$ cat config.mk
export PLATFORM = sky130hd
export DESIGN_NAME = sbus_channel_frame_decoder_flat
export DESIGN_NICKNAME = d
export VERILOG_FILES = /design/src/rtl/core/sfd_pkg.sv /design/src/rtl/core/sfd_if.sv /design/src/rtl/core/sfd_chan_ram.sv /design/src/rtl/core/sfd_unpack.sv /design/src/rtl/core/sfd_burst.sv /design/src/rtl/core/sbus_channel_frame_decoder.sv /design/src/flat_wrapper.sv
export SDC_FILE = /design/constraint.sdc
export NUM_CORES = 1
export LEC_CHECK = 0
export ABC_CLOCK_PERIOD_IN_PS = 6350
export BUFFER_PORTS_ARGS = -buffer_cell sky130_fd_sc_hd__buf_2
export CAP_MARGIN = 20
export CORE_UTILIZATION = 60
export CTS_BUF_LIST = sky130_fd_sc_hd__clkbuf_8
export DETAILED_ROUTE_END_ITERATION = 8
export GPL_ROUTABILITY_DRIVEN = 0
export GPL_TIMING_DRIVEN = 1
export PLACE_DENSITY_LB_ADDON = 0.12
export RECOVER_POWER = 100
export SLEW_MARGIN = 20
export SYNTH_ARGS = -nofsm -noshare
export SYNTH_HDL_FRONTEND = slang
export SYNTH_SLANG_ARGS = --single-unit
$ cat constraint.sdc
create_clock -name clk -period 6.35 [get_ports clk]
set_clock_uncertainty 0.2 [all_clocks]
set_input_delay 1.905 -clock clk [delete_from_list [all_inputs] [get_ports clk]]
set_output_delay 1.905 -clock clk [all_outputs]
set_load 0.005 [all_outputs]
$ cat src/rtl/core/sfd_pkg.sv
`default_nettype none
package sfd_pkg;

  localparam int NUM_CHANNELS   = 16;
  localparam int CHANNEL_WIDTH  = 11;
  localparam int FRAME_CHANNELS = 16;
  localparam int IDX_W          = 4;
  localparam int FLAG_W         = 4;
  localparam int BYTE_W         = 8;
  localparam int POS_W          = 5;
  localparam int BUF_W          = 18;
  localparam int HELD_W         = 5;
  localparam int NCH_W          = 5;
  localparam int RAM_AW         = IDX_W + 1;   // bank bit + channel index
  localparam int CFG_IDX_W      = 2;
  localparam int CFG_DATA_W     = CHANNEL_WIDTH;

  localparam logic [POS_W-1:0] DATA_BYTES = POS_W'(22);
  localparam logic [POS_W-1:0] FLAG_BYTE  = POS_W'(22);
  localparam logic [POS_W-1:0] IDLE_POS   = POS_W'(23);

  localparam logic [CHANNEL_WIDTH-1:0] MIN_RESET = CHANNEL_WIDTH'(172);
  localparam logic [CHANNEL_WIDTH-1:0] MAX_RESET = CHANNEL_WIDTH'(1812);

  localparam logic [CFG_IDX_W-1:0] REG_MIN_VALUE    = CFG_IDX_W'(0);
  localparam logic [CFG_IDX_W-1:0] REG_MAX_VALUE    = CFG_IDX_W'(1);
  localparam logic [CFG_IDX_W-1:0] REG_CHECK_ENABLE = CFG_IDX_W'(2);

  // frame decision handed from the unpacker to the result sequencer
  typedef struct packed {
    logic              start;
    logic              bank;
    logic              store_valid;
    logic [FLAG_W-1:0] flags;
    logic              accepted;
  } sfd_commit_t;

  typedef struct packed {
    logic                     en;
    logic [RAM_AW-1:0]        addr;
    logic [CHANNEL_WIDTH-1:0] data;
  } sfd_wr_t;

endpackage
`default_nettype wire

$ cat src/rtl/core/sfd_if.sv
`default_nettype none
interface sfd_in_if;
  logic                         valid;
  logic                         ready;
  logic [sfd_pkg::BYTE_W-1:0]   byte_value;
  logic                         frame_start;
  modport source (output valid, output byte_value, output frame_start, input ready);
  modport sink (input valid, input byte_value, input frame_start, output ready);
endinterface

interface sfd_out_if;
  logic                                valid;
  logic                                ready;
  logic [sfd_pkg::IDX_W-1:0]           channel_index;
  logic [sfd_pkg::CHANNEL_WIDTH-1:0]   channel_value;
  logic [sfd_pkg::FLAG_W-1:0]          flag_bits;
  logic                                frame_accepted;
  logic                                last_result;
  modport source (output valid, output channel_index, output channel_value,
                  output flag_bits, output frame_accepted, output last_result,
                  input ready);
  modport sink (input valid, input channel_index, input channel_value,
                input flag_bits, input frame_accepted, input last_result,
                output ready);
endinterface

interface sfd_cfg_if;
  logic                              valid;
  logic                              ready;
  logic [sfd_pkg::CFG_IDX_W-1:0]     index;
  logic [sfd_pkg::CFG_DATA_W-1:0]    data;
  modport source (output valid, output index, output data, input ready);
  modport sink (input valid, input index, input data, output ready);
endinterface
`default_nettype wire

$ cat src/rtl/core/sfd_chan_ram.sv
`default_nettype none
module sfd_chan_ram (
  input  wire logic                              clk,
  input  wire sfd_pkg::sfd_wr_t                  wr,
  input  wire logic                              rd_en,
  input  wire logic [sfd_pkg::RAM_AW-1:0]        rd_addr,
  output logic [sfd_pkg::CHANNEL_WIDTH-1:0]      rd_data_r
);

  logic [sfd_pkg::CHANNEL_WIDTH-1:0] mem [2**sfd_pkg::RAM_AW];

  always_ff @(posedge clk) begin
    if (wr.en) begin
      mem[wr.addr] <= wr.data;
    end
  end

  always_ff @(posedge clk) begin
    if (rd_en) begin
      rd_data_r <= mem[rd_addr];
    end
  end

endmodule
`default_nettype wire

$ cat src/rtl/core/sfd_unpack.sv
`default_nettype none
module sfd_unpack (
  input  wire logic          clk,
  input  wire logic          rst_n,
  sfd_in_if.sink             in_ch,
  sfd_cfg_if.sink            cfg_ch,
  input  wire logic          burst_busy,
  output sfd_pkg::sfd_wr_t   wr,
  output sfd_pkg::sfd_commit_t commit
);

  logic [sfd_pkg::CHANNEL_WIDTH-1:0] min_r, max_r;
  logic                              chk_en_r;

  logic [sfd_pkg::POS_W-1:0]  pos_r, pos_nxt;
  logic [sfd_pkg::BUF_W-1:0]  buf_r, buf_nxt;
  logic [sfd_pkg::HELD_W-1:0] held_r, held_nxt;
  logic [sfd_pkg::NCH_W-1:0]  nch_r, nch_nxt;
  logic                       ok_r, ok_nxt;
  logic                       bank_r, bank_nxt;
  logic                       sv_r, sv_nxt;
  logic [sfd_pkg::FLAG_W-1:0] flag_r, flag_nxt;

  logic                              in_fire;
  logic [sfd_pkg::BUF_W-1:0]         acc;
  logic [sfd_pkg::HELD_W-1:0]        held_add;
  logic [sfd_pkg::CHANNEL_WIDTH-1:0] chv;

  // a new decision must wait until the previous burst has read its bank
  assign in_ch.ready  = !(burst_busy && (pos_r == sfd_pkg::FLAG_BYTE));
  assign in_fire      = in_ch.valid && in_ch.ready;
  assign cfg_ch.ready = 1'b1;

  always_ff @(posedge clk) begin
    if (!rst_n) begin
      min_r    <= sfd_pkg::MIN_RESET;
      max_r    <= sfd_pkg::MAX_RESET;
      chk_en_r <= 1'b1;
    end else if (cfg_ch.valid) begin
      unique case (cfg_ch.index)
        sfd_pkg::REG_MIN_VALUE:    min_r    <= cfg_ch.data;
        sfd_pkg::REG_MAX_VALUE:    max_r    <= cfg_ch.data;
        sfd_pkg::REG_CHECK_ENABLE: chk_en_r <= cfg_ch.data[0];
        default: ;
      endcase
    end
  end

  always_comb begin
    pos_nxt  = pos_r;
    buf_nxt  = buf_r;
    held_nxt = held_r;
    nch_nxt  = nch_r;
    ok_nxt   = ok_r;
    bank_nxt = bank_r;
    sv_nxt   = sv_r;
    flag_nxt = flag_r;
    acc      = '0;
    held_add = '0;
    chv      = '0;
    wr       = '0;
    commit   = '0;
    if (in_fire) begin
      if (in_ch.frame_start) begin
        pos_nxt  = '0;
        buf_nxt  = '0;
        held_nxt = '0;
        nch_nxt  = '0;
        ok_nxt   = 1'b1;
      end
      if (pos_nxt < sfd_pkg::DATA_BYTES) begin
        acc      = buf_nxt | (sfd_pkg::BUF_W'(in_ch.byte_value) << held_nxt);
        held_add = held_nxt + sfd_pkg::HELD_W'(sfd_pkg::BYTE_W);
        // eight new bits complete at most one channel
        if (held_add >= sfd_pkg::HELD_W'(sfd_pkg::CHANNEL_WIDTH)) begin
          chv      = acc[sfd_pkg::CHANNEL_WIDTH-1:0];
          buf_nxt  = acc >> sfd_pkg::CHANNEL_WIDTH;
          held_nxt = held_add - sfd_pkg::HELD_W'(sfd_pkg::CHANNEL_WIDTH);
          if (nch_nxt < sfd_pkg::NCH_W'(sfd_pkg::NUM_CHANNELS)) begin
            wr.en   = 1'b1;
            wr.addr = {~bank_r, nch_nxt[sfd_pkg::IDX_W-1:0]};
            wr.data = chv;
            if (chk_en_r && ((chv < min_r) || (chv > max_r))) begin
              ok_nxt = 1'b0;
            end
          end
          if (nch_nxt < sfd_pkg::NCH_W'(sfd_pkg::FRAME_CHANNELS)) begin
            nch_nxt = nch_nxt + 1'b1;
          end
        end else begin
          buf_nxt  = acc;
          held_nxt = held_add;
        end
        pos_nxt = pos_nxt + 1'b1;
      end else if (pos_nxt == sfd_pkg::FLAG_BYTE) begin
        pos_nxt = sfd_pkg::IDLE_POS;
        if (ok_nxt) begin
          bank_nxt = ~bank_r;
          sv_nxt   = 1'b1;
          flag_nxt = in_ch.byte_value[sfd_pkg::FLAG_W-1:0];
        end
        commit.start       = 1'b1;
        commit.bank        = bank_nxt;
        commit.store_valid = sv_nxt;
        commit.flags       = flag_nxt;
        commit.accepted    = ok_nxt;
      end
    end
  end

  always_ff @(posedge clk) begin
    if (!rst_n) begin
      pos_r  <= sfd_pkg::IDLE_POS;
      buf_r  <= '0;
      held_r <= '0;
      nch_r  <= '0;
      ok_r   <= 1'b1;
      bank_r <= 1'b0;
      sv_r   <= 1'b0;
      flag_r <= '0;
    end else begin
      pos_r  <= pos_nxt;
      buf_r  <= buf_nxt;
      held_r <= held_nxt;
      nch_r  <= nch_nxt;
      ok_r   <= ok_nxt;
      bank_r <= bank_nxt;
      sv_r   <= sv_nxt;
      flag_r <= flag_nxt;
    end
  end

endmodule
`default_nettype wire

$ cat src/rtl/core/sfd_burst.sv
`default_nettype none
module sfd_burst (
  input  wire logic                               clk,
  input  wire logic                               rst_n,
  input  wire sfd_pkg::sfd_commit_t               commit,
  output logic                                    busy,
  output logic                                    rd_en,
  output logic [sfd_pkg::RAM_AW-1:0]              rd_addr,
  input  wire logic [sfd_pkg::CHANNEL_WIDTH-1:0]  rd_data,
  sfd_out_if.source                               out_ch
);

  localparam int REM_W = sfd_pkg::IDX_W + 1;

  logic [REM_W-1:0]            rem_r;
  logic [sfd_pkg::IDX_W-1:0]   rd_idx_r;
  logic                        s1_v_r;
  logic [sfd_pkg::IDX_W-1:0]   s1_idx_r;
  logic                        bank_r, sv_r, acc_r;
  logic [sfd_pkg::FLAG_W-1:0]  flag_r;

  logic                              out_valid_r;
  logic [sfd_pkg::IDX_W-1:0]         out_idx_r;
  logic [sfd_pkg::CHANNEL_WIDTH-1:0] out_val_r;
  logic [sfd_pkg::FLAG_W-1:0]        out_flag_r;
  logic                              out_acc_r;
  logic                              out_last_r;

  logic move;

  // read data register holds while stalled, acting as the skid slot
  assign move    = s1_v_r && (!out_valid_r || out_ch.ready);
  assign rd_en   = (rem_r != '0) && (!s1_v_r || move);
  assign rd_addr = {bank_r, rd_idx_r};
  assign busy    = (rem_r != '0) || s1_v_r;

  always_ff @(posedge clk) begin
    if (!rst_n) begin
      rem_r       <= '0;
      rd_idx_r    <= '0;
      s1_v_r      <= 1'b0;
      out_valid_r <= 1'b0;
    end else begin
      if (commit.start) begin
        rem_r    <= REM_W'(sfd_pkg::NUM_CHANNELS);
        rd_idx_r <= '0;
      end else if (rd_en) begin
        rem_r    <= rem_r - 1'b1;
        rd_idx_r <= rd_idx_r + 1'b1;
      end
      if (rd_en) begin
        s1_v_r <= 1'b1;
      end else if (move) begin
        s1_v_r <= 1'b0;
      end
      if (move) begin
        out_valid_r <= 1'b1;
      end else if (out_ch.ready) begin
        out_valid_r <= 1'b0;
      end
    end
  end

  always_ff @(posedge clk) begin
    if (commit.start) begin
      bank_r <= commit.bank;
      sv_r   <= commit.store_valid;
      flag_r <= commit.flags;
      acc_r  <= commit.accepted;
    end
    if (rd_en) begin
      s1_idx_r <= rd_idx_r;
    end
    if (move) begin
      out_idx_r  <= s1_idx_r;
      // committed bank reads as zero until the first accepted frame
      out_val_r  <= sv_r ? rd_data : '0;
      out_flag_r <= flag_r;
      out_acc_r  <= acc_r;
      out_last_r <= (s1_idx_r == sfd_pkg::IDX_W'(sfd_pkg::NUM_CHANNELS - 1));
    end
  end

  assign out_ch.valid          = out_valid_r;
  assign out_ch.channel_index  = out_idx_r;
  assign out_ch.channel_value  = out_val_r;
  assign out_ch.flag_bits      = out_flag_r;
  assign out_ch.frame_accepted = out_acc_r;
  assign out_ch.last_result    = out_last_r;

endmodule
`default_nettype wire

$ cat src/rtl/core/sbus_channel_frame_decoder.sv
// Servo frame decoder.
// in_ch: one payload byte per transaction; frame_start marks byte 0. Bytes
//   0..21 are unpacked LSB first into sixteen 11-bit channels, range checked
//   against min/max when check_enable is set. Byte 22 decides the frame.
// out_ch: after byte 22, sixteen transactions (channel 0..15) with the
//   stored channel, stored flag nibble and the accept mark; last_result on
//   channel 15. Bytes outside a frame produce nothing.
// cfg_ch: index 0 min_value, 1 max_value, 2 check_enable; always ready.
// Channels live in a two-bank RAM: the new frame fills one bank, an accepted
//   frame flips the bank pointer, so commit takes no copy.
// Throughput: one byte per cycle while in_ch.ready is high; results stream at
//   one per cycle from the RAM read port while the receiver takes them.
// in_ch.ready drops only when a flag byte is due while the previous burst
//   still has RAM reads outstanding or read data not yet moved to the
//   output register.
// A stalled receiver holds out_ch; the read data register acts as skid
//   storage, so reads resume without loss.
// Reset: idle, stored channels and flags read as zero, registers to
//   172 / 1812 / 1.
`default_nettype none
module sbus_channel_frame_decoder (
  input  wire logic clk,
  input  wire logic rst_n,
  sfd_in_if.sink    in_ch,
  sfd_out_if.source out_ch,
  sfd_cfg_if.sink   cfg_ch
);

  sfd_pkg::sfd_wr_t     wr;
  sfd_pkg::sfd_commit_t commit;
  logic                              burst_busy;
  logic                              rd_en;
  logic [sfd_pkg::RAM_AW-1:0]        rd_addr;
  logic [sfd_pkg::CHANNEL_WIDTH-1:0] rd_data;

  sfd_unpack u_unpack (
    .clk        (clk),
    .rst_n      (rst_n),
    .in_ch      (in_ch),
    .cfg_ch     (cfg_ch),
    .burst_busy (burst_busy),
    .wr         (wr),
    .commit     (commit)
  );

  sfd_chan_ram u_ram (
    .clk       (clk),
    .wr        (wr),
    .rd_en     (rd_en),
    .rd_addr   (rd_addr),
    .rd_data_r (rd_data)
  );

  sfd_burst u_burst (
    .clk     (clk),
    .rst_n   (rst_n),
    .commit  (commit),
    .busy    (burst_busy),
    .rd_en   (rd_en),
    .rd_addr (rd_addr),
    .rd_data (rd_data),
    .out_ch  (out_ch)
  );

endmodule
`default_nettype wire

$ cat src/flat_wrapper.sv
// flat-port wrapper written by rule: the top's interface ports become plain ports
module sbus_channel_frame_decoder_flat 
  (clk, rst_n, in_ch_valid, in_ch_byte_value, in_ch_frame_start, in_ch_ready, out_ch_valid, out_ch_channel_index, out_ch_channel_value, out_ch_flag_bits, out_ch_frame_accepted, out_ch_last_result, out_ch_ready, cfg_ch_valid, cfg_ch_index, cfg_ch_data, cfg_ch_ready);
  sfd_in_if in_ch_i ();
  sfd_out_if out_ch_i ();
  sfd_cfg_if cfg_ch_i ();
  input  wire logic clk;
  input  wire logic rst_n;
  input wire logic [$bits(in_ch_i.valid)-1:0] in_ch_valid;
  input wire logic [$bits(in_ch_i.byte_value)-1:0] in_ch_byte_value;
  input wire logic [$bits(in_ch_i.frame_start)-1:0] in_ch_frame_start;
  output wire logic [$bits(in_ch_i.ready)-1:0] in_ch_ready;
  output wire logic [$bits(out_ch_i.valid)-1:0] out_ch_valid;
  output wire logic [$bits(out_ch_i.channel_index)-1:0] out_ch_channel_index;
  output wire logic [$bits(out_ch_i.channel_value)-1:0] out_ch_channel_value;
  output wire logic [$bits(out_ch_i.flag_bits)-1:0] out_ch_flag_bits;
  output wire logic [$bits(out_ch_i.frame_accepted)-1:0] out_ch_frame_accepted;
  output wire logic [$bits(out_ch_i.last_result)-1:0] out_ch_last_result;
  input wire logic [$bits(out_ch_i.ready)-1:0] out_ch_ready;
  input wire logic [$bits(cfg_ch_i.valid)-1:0] cfg_ch_valid;
  input wire logic [$bits(cfg_ch_i.index)-1:0] cfg_ch_index;
  input wire logic [$bits(cfg_ch_i.data)-1:0] cfg_ch_data;
  output wire logic [$bits(cfg_ch_i.ready)-1:0] cfg_ch_ready;
  assign in_ch_i.valid = in_ch_valid;
  assign in_ch_i.byte_value = in_ch_byte_value;
  assign in_ch_i.frame_start = in_ch_frame_start;
  assign in_ch_ready = in_ch_i.ready;
  assign out_ch_valid = out_ch_i.valid;
  assign out_ch_channel_index = out_ch_i.channel_index;
  assign out_ch_channel_value = out_ch_i.channel_value;
  assign out_ch_flag_bits = out_ch_i.flag_bits;
  assign out_ch_frame_accepted = out_ch_i.frame_accepted;
  assign out_ch_last_result = out_ch_i.last_result;
  assign out_ch_i.ready = out_ch_ready;
  assign cfg_ch_i.valid = cfg_ch_valid;
  assign cfg_ch_i.index = cfg_ch_index;
  assign cfg_ch_i.data = cfg_ch_data;
  assign cfg_ch_ready = cfg_ch_i.ready;
  sbus_channel_frame_decoder u_core (.clk(clk), .rst_n(rst_n), .in_ch(in_ch_i), .out_ch(out_ch_i), .cfg_ch(cfg_ch_i));
endmodule
==> results of run 1 <==
worst paths after layout:
kind | start | endpoint | depth (start not counted)
worst max register to register | u_core.u_burst.rd_idx_r[1] | u_core.u_ram.rd_data_r[0] | 4
worst min-delay path | u_core.u_burst.flag_r[2] | u_core.u_burst.out_ch.flag_bits[2] | 0
worst min register to register | u_core.u_burst.flag_r[2] | u_core.u_burst.out_ch.flag_bits[2] | 0
worst max-delay path | in_ch_frame_start | u_core.u_ram.mem[18][8] | 11
registers in the layout, summed over array words and instances, names as in the netlist, 4 cells and up:
signal                               cells
u_core.u_unpack.buf_r                   18
u_core.u_ram.mem                       352
u_core.u_ram.rd_data_r                  11
u_core.u_burst.out_ch.flag_bits          4
u_core.u_unpack.held_r                   5
u_core.u_unpack.max_r                   11
u_core.u_unpack.pos_r                    5
u_core.u_unpack.nch_r                    5
u_core.u_burst.flag_r                    4
u_core.u_burst.out_ch.channel_index      4
u_core.u_unpack.flag_r                   4
u_core.u_unpack.min_r                   11
u_core.u_burst.rem_r                     5
u_core.u_burst.s1_idx_r                  4
u_core.u_burst.out_ch.channel_value     11
u_core.u_burst.rd_idx_r                  4
power breakdown:
| part | internal [mW] | total (mW) | leakage (nW) | switching (mW) |
|---|---|---|---|---|
| Clock | 1.15 | 2.28 | 0.731 | 1.13 |
| Sequential | 3.50 | 3.66 | 4.16 | 0.169 |
| Combinational | 0.604 | 1.18 | 2.15 | 0.579 |
| Total | 5.25 | 7.13 | 7.05 | 1.88 |
metal layers:
layer  global-route usage  routed length (microns)  vias to the layer above
met5                    0                        0                        -
met4              0.08633                      727                        0
met3              0.04873                     3100                       60
met2               0.4108                    20080                      481
met1               0.3726                    18160                     5733
li1                     -                        -                     5066
through the flow:
step           total power [mW]  area, sq um
5_1_grt                   7.450        21910
4_1_cts                   7.183        22130
3_3_place_gp              4.887        20830
2_1_floorplan             4.542        19840
3_5_place_dp              4.910        20830
6_report                  7.129        21910
worst max-delay path, cell delays in order:
cell and delay, ns:
buf_2 0.47, inv_1 0.22, nand2_1 0.17, ha_1 0.18, o21ba_1 0.16, o31a_1 0.37, nor4_4 0.46, clkbuf_1 0.30
nand3_1 0.37, nor2_1 0.18, clkbuf_1 0.71
synthesized netlist by cell type (all sizes together), types with 3 or more instances:
| library cell | instances |
|---|---|
| mux2 | 17 |
| nand4 | 6 |
| nor4 | 3 |
| and2 | 24 |
| a22oi | 6 |
| a22o | 3 |
| or3 | 5 |
| nand2 | 92 |
| a21boi | 23 |
| a21oi | 39 |
| buf | 24 |
| o21ai | 32 |
| o211ai | 22 |
| and4 | 3 |
| dfxtp | 74 |
| a31oi | 6 |
| nor3 | 17 |
| xnor2 | 4 |
| nor2b | 20 |
| clkbuf | 45 |
| and3 | 3 |
| a21o | 3 |
| edfxtp | 395 |
| ha | 28 |
| nand2b | 8 |
| xor2 | 8 |
| a211oi | 3 |
| inv | 44 |
| o221ai | 3 |
| mux4 | 115 |
| nand3b | 9 |
| mux2i | 8 |
| o21a | 5 |
| nand3 | 21 |
| o221a | 3 |
| nor2 | 72 |
| o31ai | 3 |
| a32oi | 4 |
final cells by class:
class	instances	area, sq um
timing repair buffer	107	506.7
clock inverter	50	216.5
clock buffer	79	1087
tap	442	553.0
inverter	44	165.2
fill	2327	10620
sequential	469	13340
multi-input combinational	655	6041
cells by family (layout without fill, tap and decap cells):
group	Yosys count	after routing	share of synthesized area
AOI/OAI and AO/OA	180	180	0.06320
DFF	469	469	0.6726
adders and majority gates	28	28	0.01766
xor gates and xnor gates	12	12	0.005298
buffers and inverters	113	280	0.02271
other	1	1	0.0001890
and+or+nand+nor	294	294	0.07411
muxes	140	140	0.1442
==> impl_metrics.csv, run 1 <==
group,metric,value,unit
status,outcome,"finished with violations",
status,violations,"max-capacitance violations, max-slew violations",
timing,final_hold_viol_count,0,
detailed_routing,viasPerCell,6.143,
detailed_routing,drt_iter0_markers,1128,
timing,hold_slack,0.2183,ns
placed_design,dp_hpwl,26950,microns
clock_tree,root_buffer,"clkbuf_8",
floorplanning,die_h,183.8,microns
final_layout,fin_util,0.6735,
clock_tree,holdBufCountCts,0,
detailed_routing,postRouteAntennaNets,0,
critical_path,cp-end-kind,"register",
critical_path,regToRegSetupSlack,1.05,ns
detailed_routing,wire_per_inst,22.79,microns
placed_design,dp_slack,0.8420,ns
clock_tree,cts_buffers,75,
logic_synthesis,synth-seq-area-share,0.6726,
timing,rsz0062_at_grt,"false",
critical_path,cp.arrival,5.53,ns
detailed_routing,dr.pass1.iters,5,
global_routing,antenna_found_initial,0,
critical_path,worstPathRequired,6.37,ns
logic_synthesis,synth_area,19840,sq um
hold_path,hold_path.class,"reg -> reg",
logic_synthesis,synthArstFlopShare,0,
logic_synthesis,synth.top_cell.area_share,0.5979,
timing,fmax,181.4,MHz
global_routing,grt_pass1_wl,65050,microns
final_layout,layout_commonest_cell,"edfxtp_1",
logic_synthesis,synth.area.top_cells,"edfxtp_1 (60%), mux4_2 (13%), dfxtp_1 (7.5%), ha_1 (1.8%), nand2_1 (1.7%)",
timing,finalSetupViolCount,0,
timing,relSlewSlack,-1.080,
final_layout,final_cell_mix,"edfxtp_1 (395), mux4_2 (115), nand2_1 (92), clkbuf_8 (79), dfxtp_1 (74)",
job,cap_violations,9,
timing,slew_violations,287,
floorplanning,rows,66,
logic_synthesis,avgSynthCellArea,16.04,sq um
logic_synthesis,ys_ff_latch,469,
timing,setup_tns,0,ns
final_layout,fin_cells,1846,
logic_synthesis,synth_edf_count,395,
detailed_routing,drc,0,
timing,period_needed,5.513,ns
detailed_routing,finalWirelength,42070,microns
global_routing,grt_usage,0.2613,
logic_synthesis,ys.flop_type,"edfxtp_1",
final_layout,final_layout_size_suffix_gt1_frac,0.2037,
timing,worst-slew-pin-transition,3.120,ns
critical_path,cp_max_fo,34,
final_layout,antenna_cells,0,
final_layout,fin_nets,1407,
power,p_per_area,325.3,nW/um^2
timing,setup_ws,0.8370,ns
global_routing,first_global_vias,11303,
clock_tree,clkLatencyLatePin,0.61,ns
floorplanning,ios,51,
clock_tree,clock_path_buffers,3,
logic_synthesis,syn-num-nets,1292,
placed_design,place_inst,1717,
clock_tree,post_cts_buffers,0,
power,p_leak,7.046,nW
floorplanning,initial_core_util,0.6097,
logic_synthesis,yosysWarnings,0,
logic_synthesis,synthCells,1237,
detailed_routing,vias,11340,
critical_path,critPathKind,"in -> reg",
floorplanning,coreArea,32540,sq um
global_routing,grt_max_degree,66,
floorplanning,die_x,183.8,microns
logic_synthesis,yosysTopAreaCell,"edfxtp_1",
logic_synthesis,synth_cell_types,77,
final_layout,area_delta_synth_final,10.46,%
timing,timing.final.crit_share,0.8682,
placed_design,port_buffers,49,
clock_tree,clock_sinks,469,
global_routing,grt_overflow,0,
clock_tree,h-tree-depth,3,
clock_tree,post_cts_resized,0,
power,vdd_ir_drop_max,202.3,uV
floorplanning,die_area,33790,sq um
clock_tree,path_clk_slew,0.06,ns
critical_path,crit_path_start_kind,"primary input",
clock_tree,cts_tree,"done",
No activity file was read; power rests on OpenSTA's default activity.
==> run 2: changes to the inputs <==
--- a/config.mk
+++ b/config.mk
@@ -10,3 +10,3 @@
 export CAP_MARGIN = 20
-export CORE_UTILIZATION = 60
+export CORE_UTILIZATION = 59
 export CTS_BUF_LIST = sky130_fd_sc_hd__clkbuf_8
==> constraint.sdc (replaced) <==
create_clock -name clk -period 6.35 [get_ports clk]
set_clock_uncertainty 0.2 [all_clocks]
set_input_delay 0.9525 -clock clk [delete_from_list [all_inputs] [get_ports clk]]
set_output_delay 0.9525 -clock clk [all_outputs]
set_load 0.005 [all_outputs]
==> run 2 against run 1 <==
Effect of this change: the flow still finishes with violations (max-capacitance violations, max-slew violations); die area increased by 1.7%; sequential cell count unchanged; non-clock buffer count decreased by 18; combinational power about the same; maximum frequency increased by 2.4%; routed wire length increased by 2.7%; cell count decreased by 0.60%; worst setup slack improved by 0.13 ns; global-route usage increased by 0.16 points; first-iteration DRC count increased by 9.7%.
==> impl_metrics.csv, run 2 (synthesis gave the netlist of run 1 again) <==
group,metric,value,unit
final_layout,multi_input_area,6020,sq um
timing,setup_tns,0,ns
job,cap_violations,8,
detailed_routing,finalWirelength,43210,microns
timing,setup_ws,0.9685,ns
timing,fmax,185.8,MHz
clock_tree,post_cts_resized,0,
detailed_routing,dr.pass1.iters,6,
detailed_routing,postRouteAntennaNets,0,
power,vdd_ir_drop_max,232.3,uV
timing,timing.final.crit_share,0.8475,
floorplanning,initial_core_util,0.6051,
critical_path,crit_path_end,"u_core.u_ram.mem[19][6]",
critical_path,path_buf_inv,3,
final_layout,regArea,13340,sq um
final_layout,antenna_cells,0,
critical_path,cp_max_fo,33,
clock_tree,root_buffer,"clkbuf_8",
critical_path,crit_path_top_delay_cell,"clkbuf_1",
detailed_routing,drt_iter0_markers,1237,
global_routing,antenna_found_initial,0,
final_layout,fin_util,0.6671,
clock_tree,holdBufCountCts,0,
critical_path,regToRegSetupSlack,1.21,ns
power,sw_frac_of_total,0.2651,
clock_tree,cts_buffers,75,
power,p_total,7.221,mW
detailed_routing,drc,0,
global_routing,first_global_vias,11133,
detailed_routing,viasPerCell,6.167,
clock_tree,clkLatencyLatePin,0.59,ns
global_routing,grt_max_degree,68,
power,internal_power,5.307,mW
final_layout,layout_commonest_cell,"edfxtp_1",
timing,relSlewSlack,-0.5578,
timing,rsz0062_at_grt,"false",
detailed_routing,vias,11316,
power,pwr-share-comb,0.167,
final_layout,reg_top3,"u_core.u_ram.mem (352), u_core.u_unpack.buf_r (18)",
timing,finalSetupViolCount,0,
critical_path,crit_path_start_kind,"primary input",
critical_path,critPathKind,"in -> reg",
detailed_routing,wire_per_inst,23.55,microns
critical_path,r2r-start,"u_core.u_unpack.held_r[0]",
floorplanning,die_x,185.4,microns
power,p_switching,1.915,mW
timing,final_hold_viol_count,0,
floorplanning,die_area,34360,sq um
clock_tree,clock_path_buffers,3,
critical_path,cp.arrival,5.37,ns
critical_path,critPathTopFamily,"buffers and inverters",
timing,period_needed,5.382,ns
clock_tree,h-tree-depth,3,
global_routing,grt_pass1_wl,65920,microns
floorplanning,ios,51,
power,p_leak,7.063,nW
timing,slew_violations,244,
timing,worst-slew-pin-transition,2.333,ns
final_layout,fin_nets,1389,
hold_path,hold_path.class,"reg -> reg",
floorplanning,coreArea,32780,sq um
critical_path,cp-end-kind,"register",
final_layout,filler_cell_count,2328,
final_layout,final_cell_mix,"edfxtp_1 (395), mux4_2 (115), nand2_1 (92), clkbuf_8 (77), dfxtp_1 (74)",
power,clockPowerShare,0.329,
critical_path,worstPathRequired,6.34,ns
critical_path,worstSetupStartpoint,"in_ch_frame_start",
final_layout,final_layout_size_suffix_gt1_frac,0.2017,
placed_design,dp_slack,1.204,ns
clock_tree,post_cts_buffers,0,
clock_tree,clock_sinks,469,
final_layout,largest_reg_flops,352,
clock_tree,cts_tree,"done",
critical_path,crit_path_frequent_cell,"nor2_1",
critical_path,crit_cells,11,
critical_path,cpPeakStageDelay,0.86,ns
clock_tree,path_clk_slew,0.06,ns
status,violations,"max-capacitance violations, max-slew violations",
status,outcome,"finished with violations",
critical_path,worst_r2r_path_depth,7,
floorplanning,die_h,185.4,microns
floorplanning,rows,66,
power,p_per_area,330.2,nW/um^2
global_routing,grt_usage,0.2629,
critical_path,crit_chain,"buf_2 > inv_1 > nand2_1 > ha_1 > o21ba_2 > o31ai_1 > nand4_1 > nor2_1 > o21ai_1 > nor2_1 > clkbuf_1",
global_routing,grt_overflow,0,
final_layout,area_delta_synth_final,10.24,%
placed_design,port_buffers,49,
final_layout,regMostFlops,"u_core.u_ram.mem",
power,p_seq_frac,0.504,
placed_design,dp_hpwl,27410,microns
critical_path,r2r-end,"u_core.u_ram.mem[19][6]",
timing,hold_slack,0.2205,ns
run 2: routing by layer:
metal	up-vias	routed length (microns)	GRT usage
met5	-	0	0
met1	5646	18300	0.3821
li1	5038	-	-
met2	533	19590	0.3886
met4	0	1177	0.1002
met3	99	4139	0.06095
run 2: worst min path at each step:
stage | from | cells after the start | end | slack, ns
final | u_core.u_burst.flag_r[1] | 0 | u_core.u_burst.out_ch.flag_bits[1] | 0.22
after global routing | u_core.u_burst.acc_r | 0 | u_core.u_burst.out_ch.frame_accepted | 0.23
after CTS | u_core.u_burst.flag_r[1] | 0 | u_core.u_burst.out_ch.flag_bits[1] | 0.22
after detailed placement | u_core.u_burst.flag_r[1] | 0 | u_core.u_burst.out_ch.flag_bits[1] | 0.21
after global placement | u_core.u_burst.flag_r[1] | 0 | u_core.u_burst.out_ch.flag_bits[1] | 0.21
after floorplan | u_core.u_burst.flag_r[0] | 0 | u_core.u_burst.out_ch.flag_bits[0] | 0.20
run 2: worst register-to-register path: stages (launching register included):
cell,delay (ns)
dfxtp_1,0.94
a21oi_1,0.33
o31ai_1,0.95
nand4_1,0.64
nor2_1,0.42
o21ai_1,0.22
nor2_1,0.18
clkbuf_1,0.86
run 2: final cells by class:
| type | count | share of cell area |
|---|---|---|
| clock inverters | 59 | 0.01470 |
| repair buffers | 89 | 0.01865 |
| well taps | 442 | 0.02529 |
| inverters | 44 | 0.007552 |
| clock buffers | 77 | 0.04846 |
| flip-flops and latches | 469 | 0.6101 |
| multi-input cells | 655 | 0.2752 |
run 2: power groups by stage:
stage / clock, mW / combinational (mW) / sequential [mW]
after CTS: 2.43 / 1.23 / 3.64
after global routing: 2.57 / 1.30 / 3.66
after floorplan: 0 / 0.941 / 3.60
after global placement: 0 / 1.20 / 3.70
final: 2.38 / 1.21 / 3.64
after detailed placement: 0 / 1.22 / 3.70
run 2: stage by stage:
step / cell area [sq um] / std cells
after global placement: 20690 / 1698
after global routing: 21870 / 1835
after CTS: 22070 / 1834
final: 21870 / 1835
after detailed placement: 20690 / 1698
after floorplan: 19840 / 1237
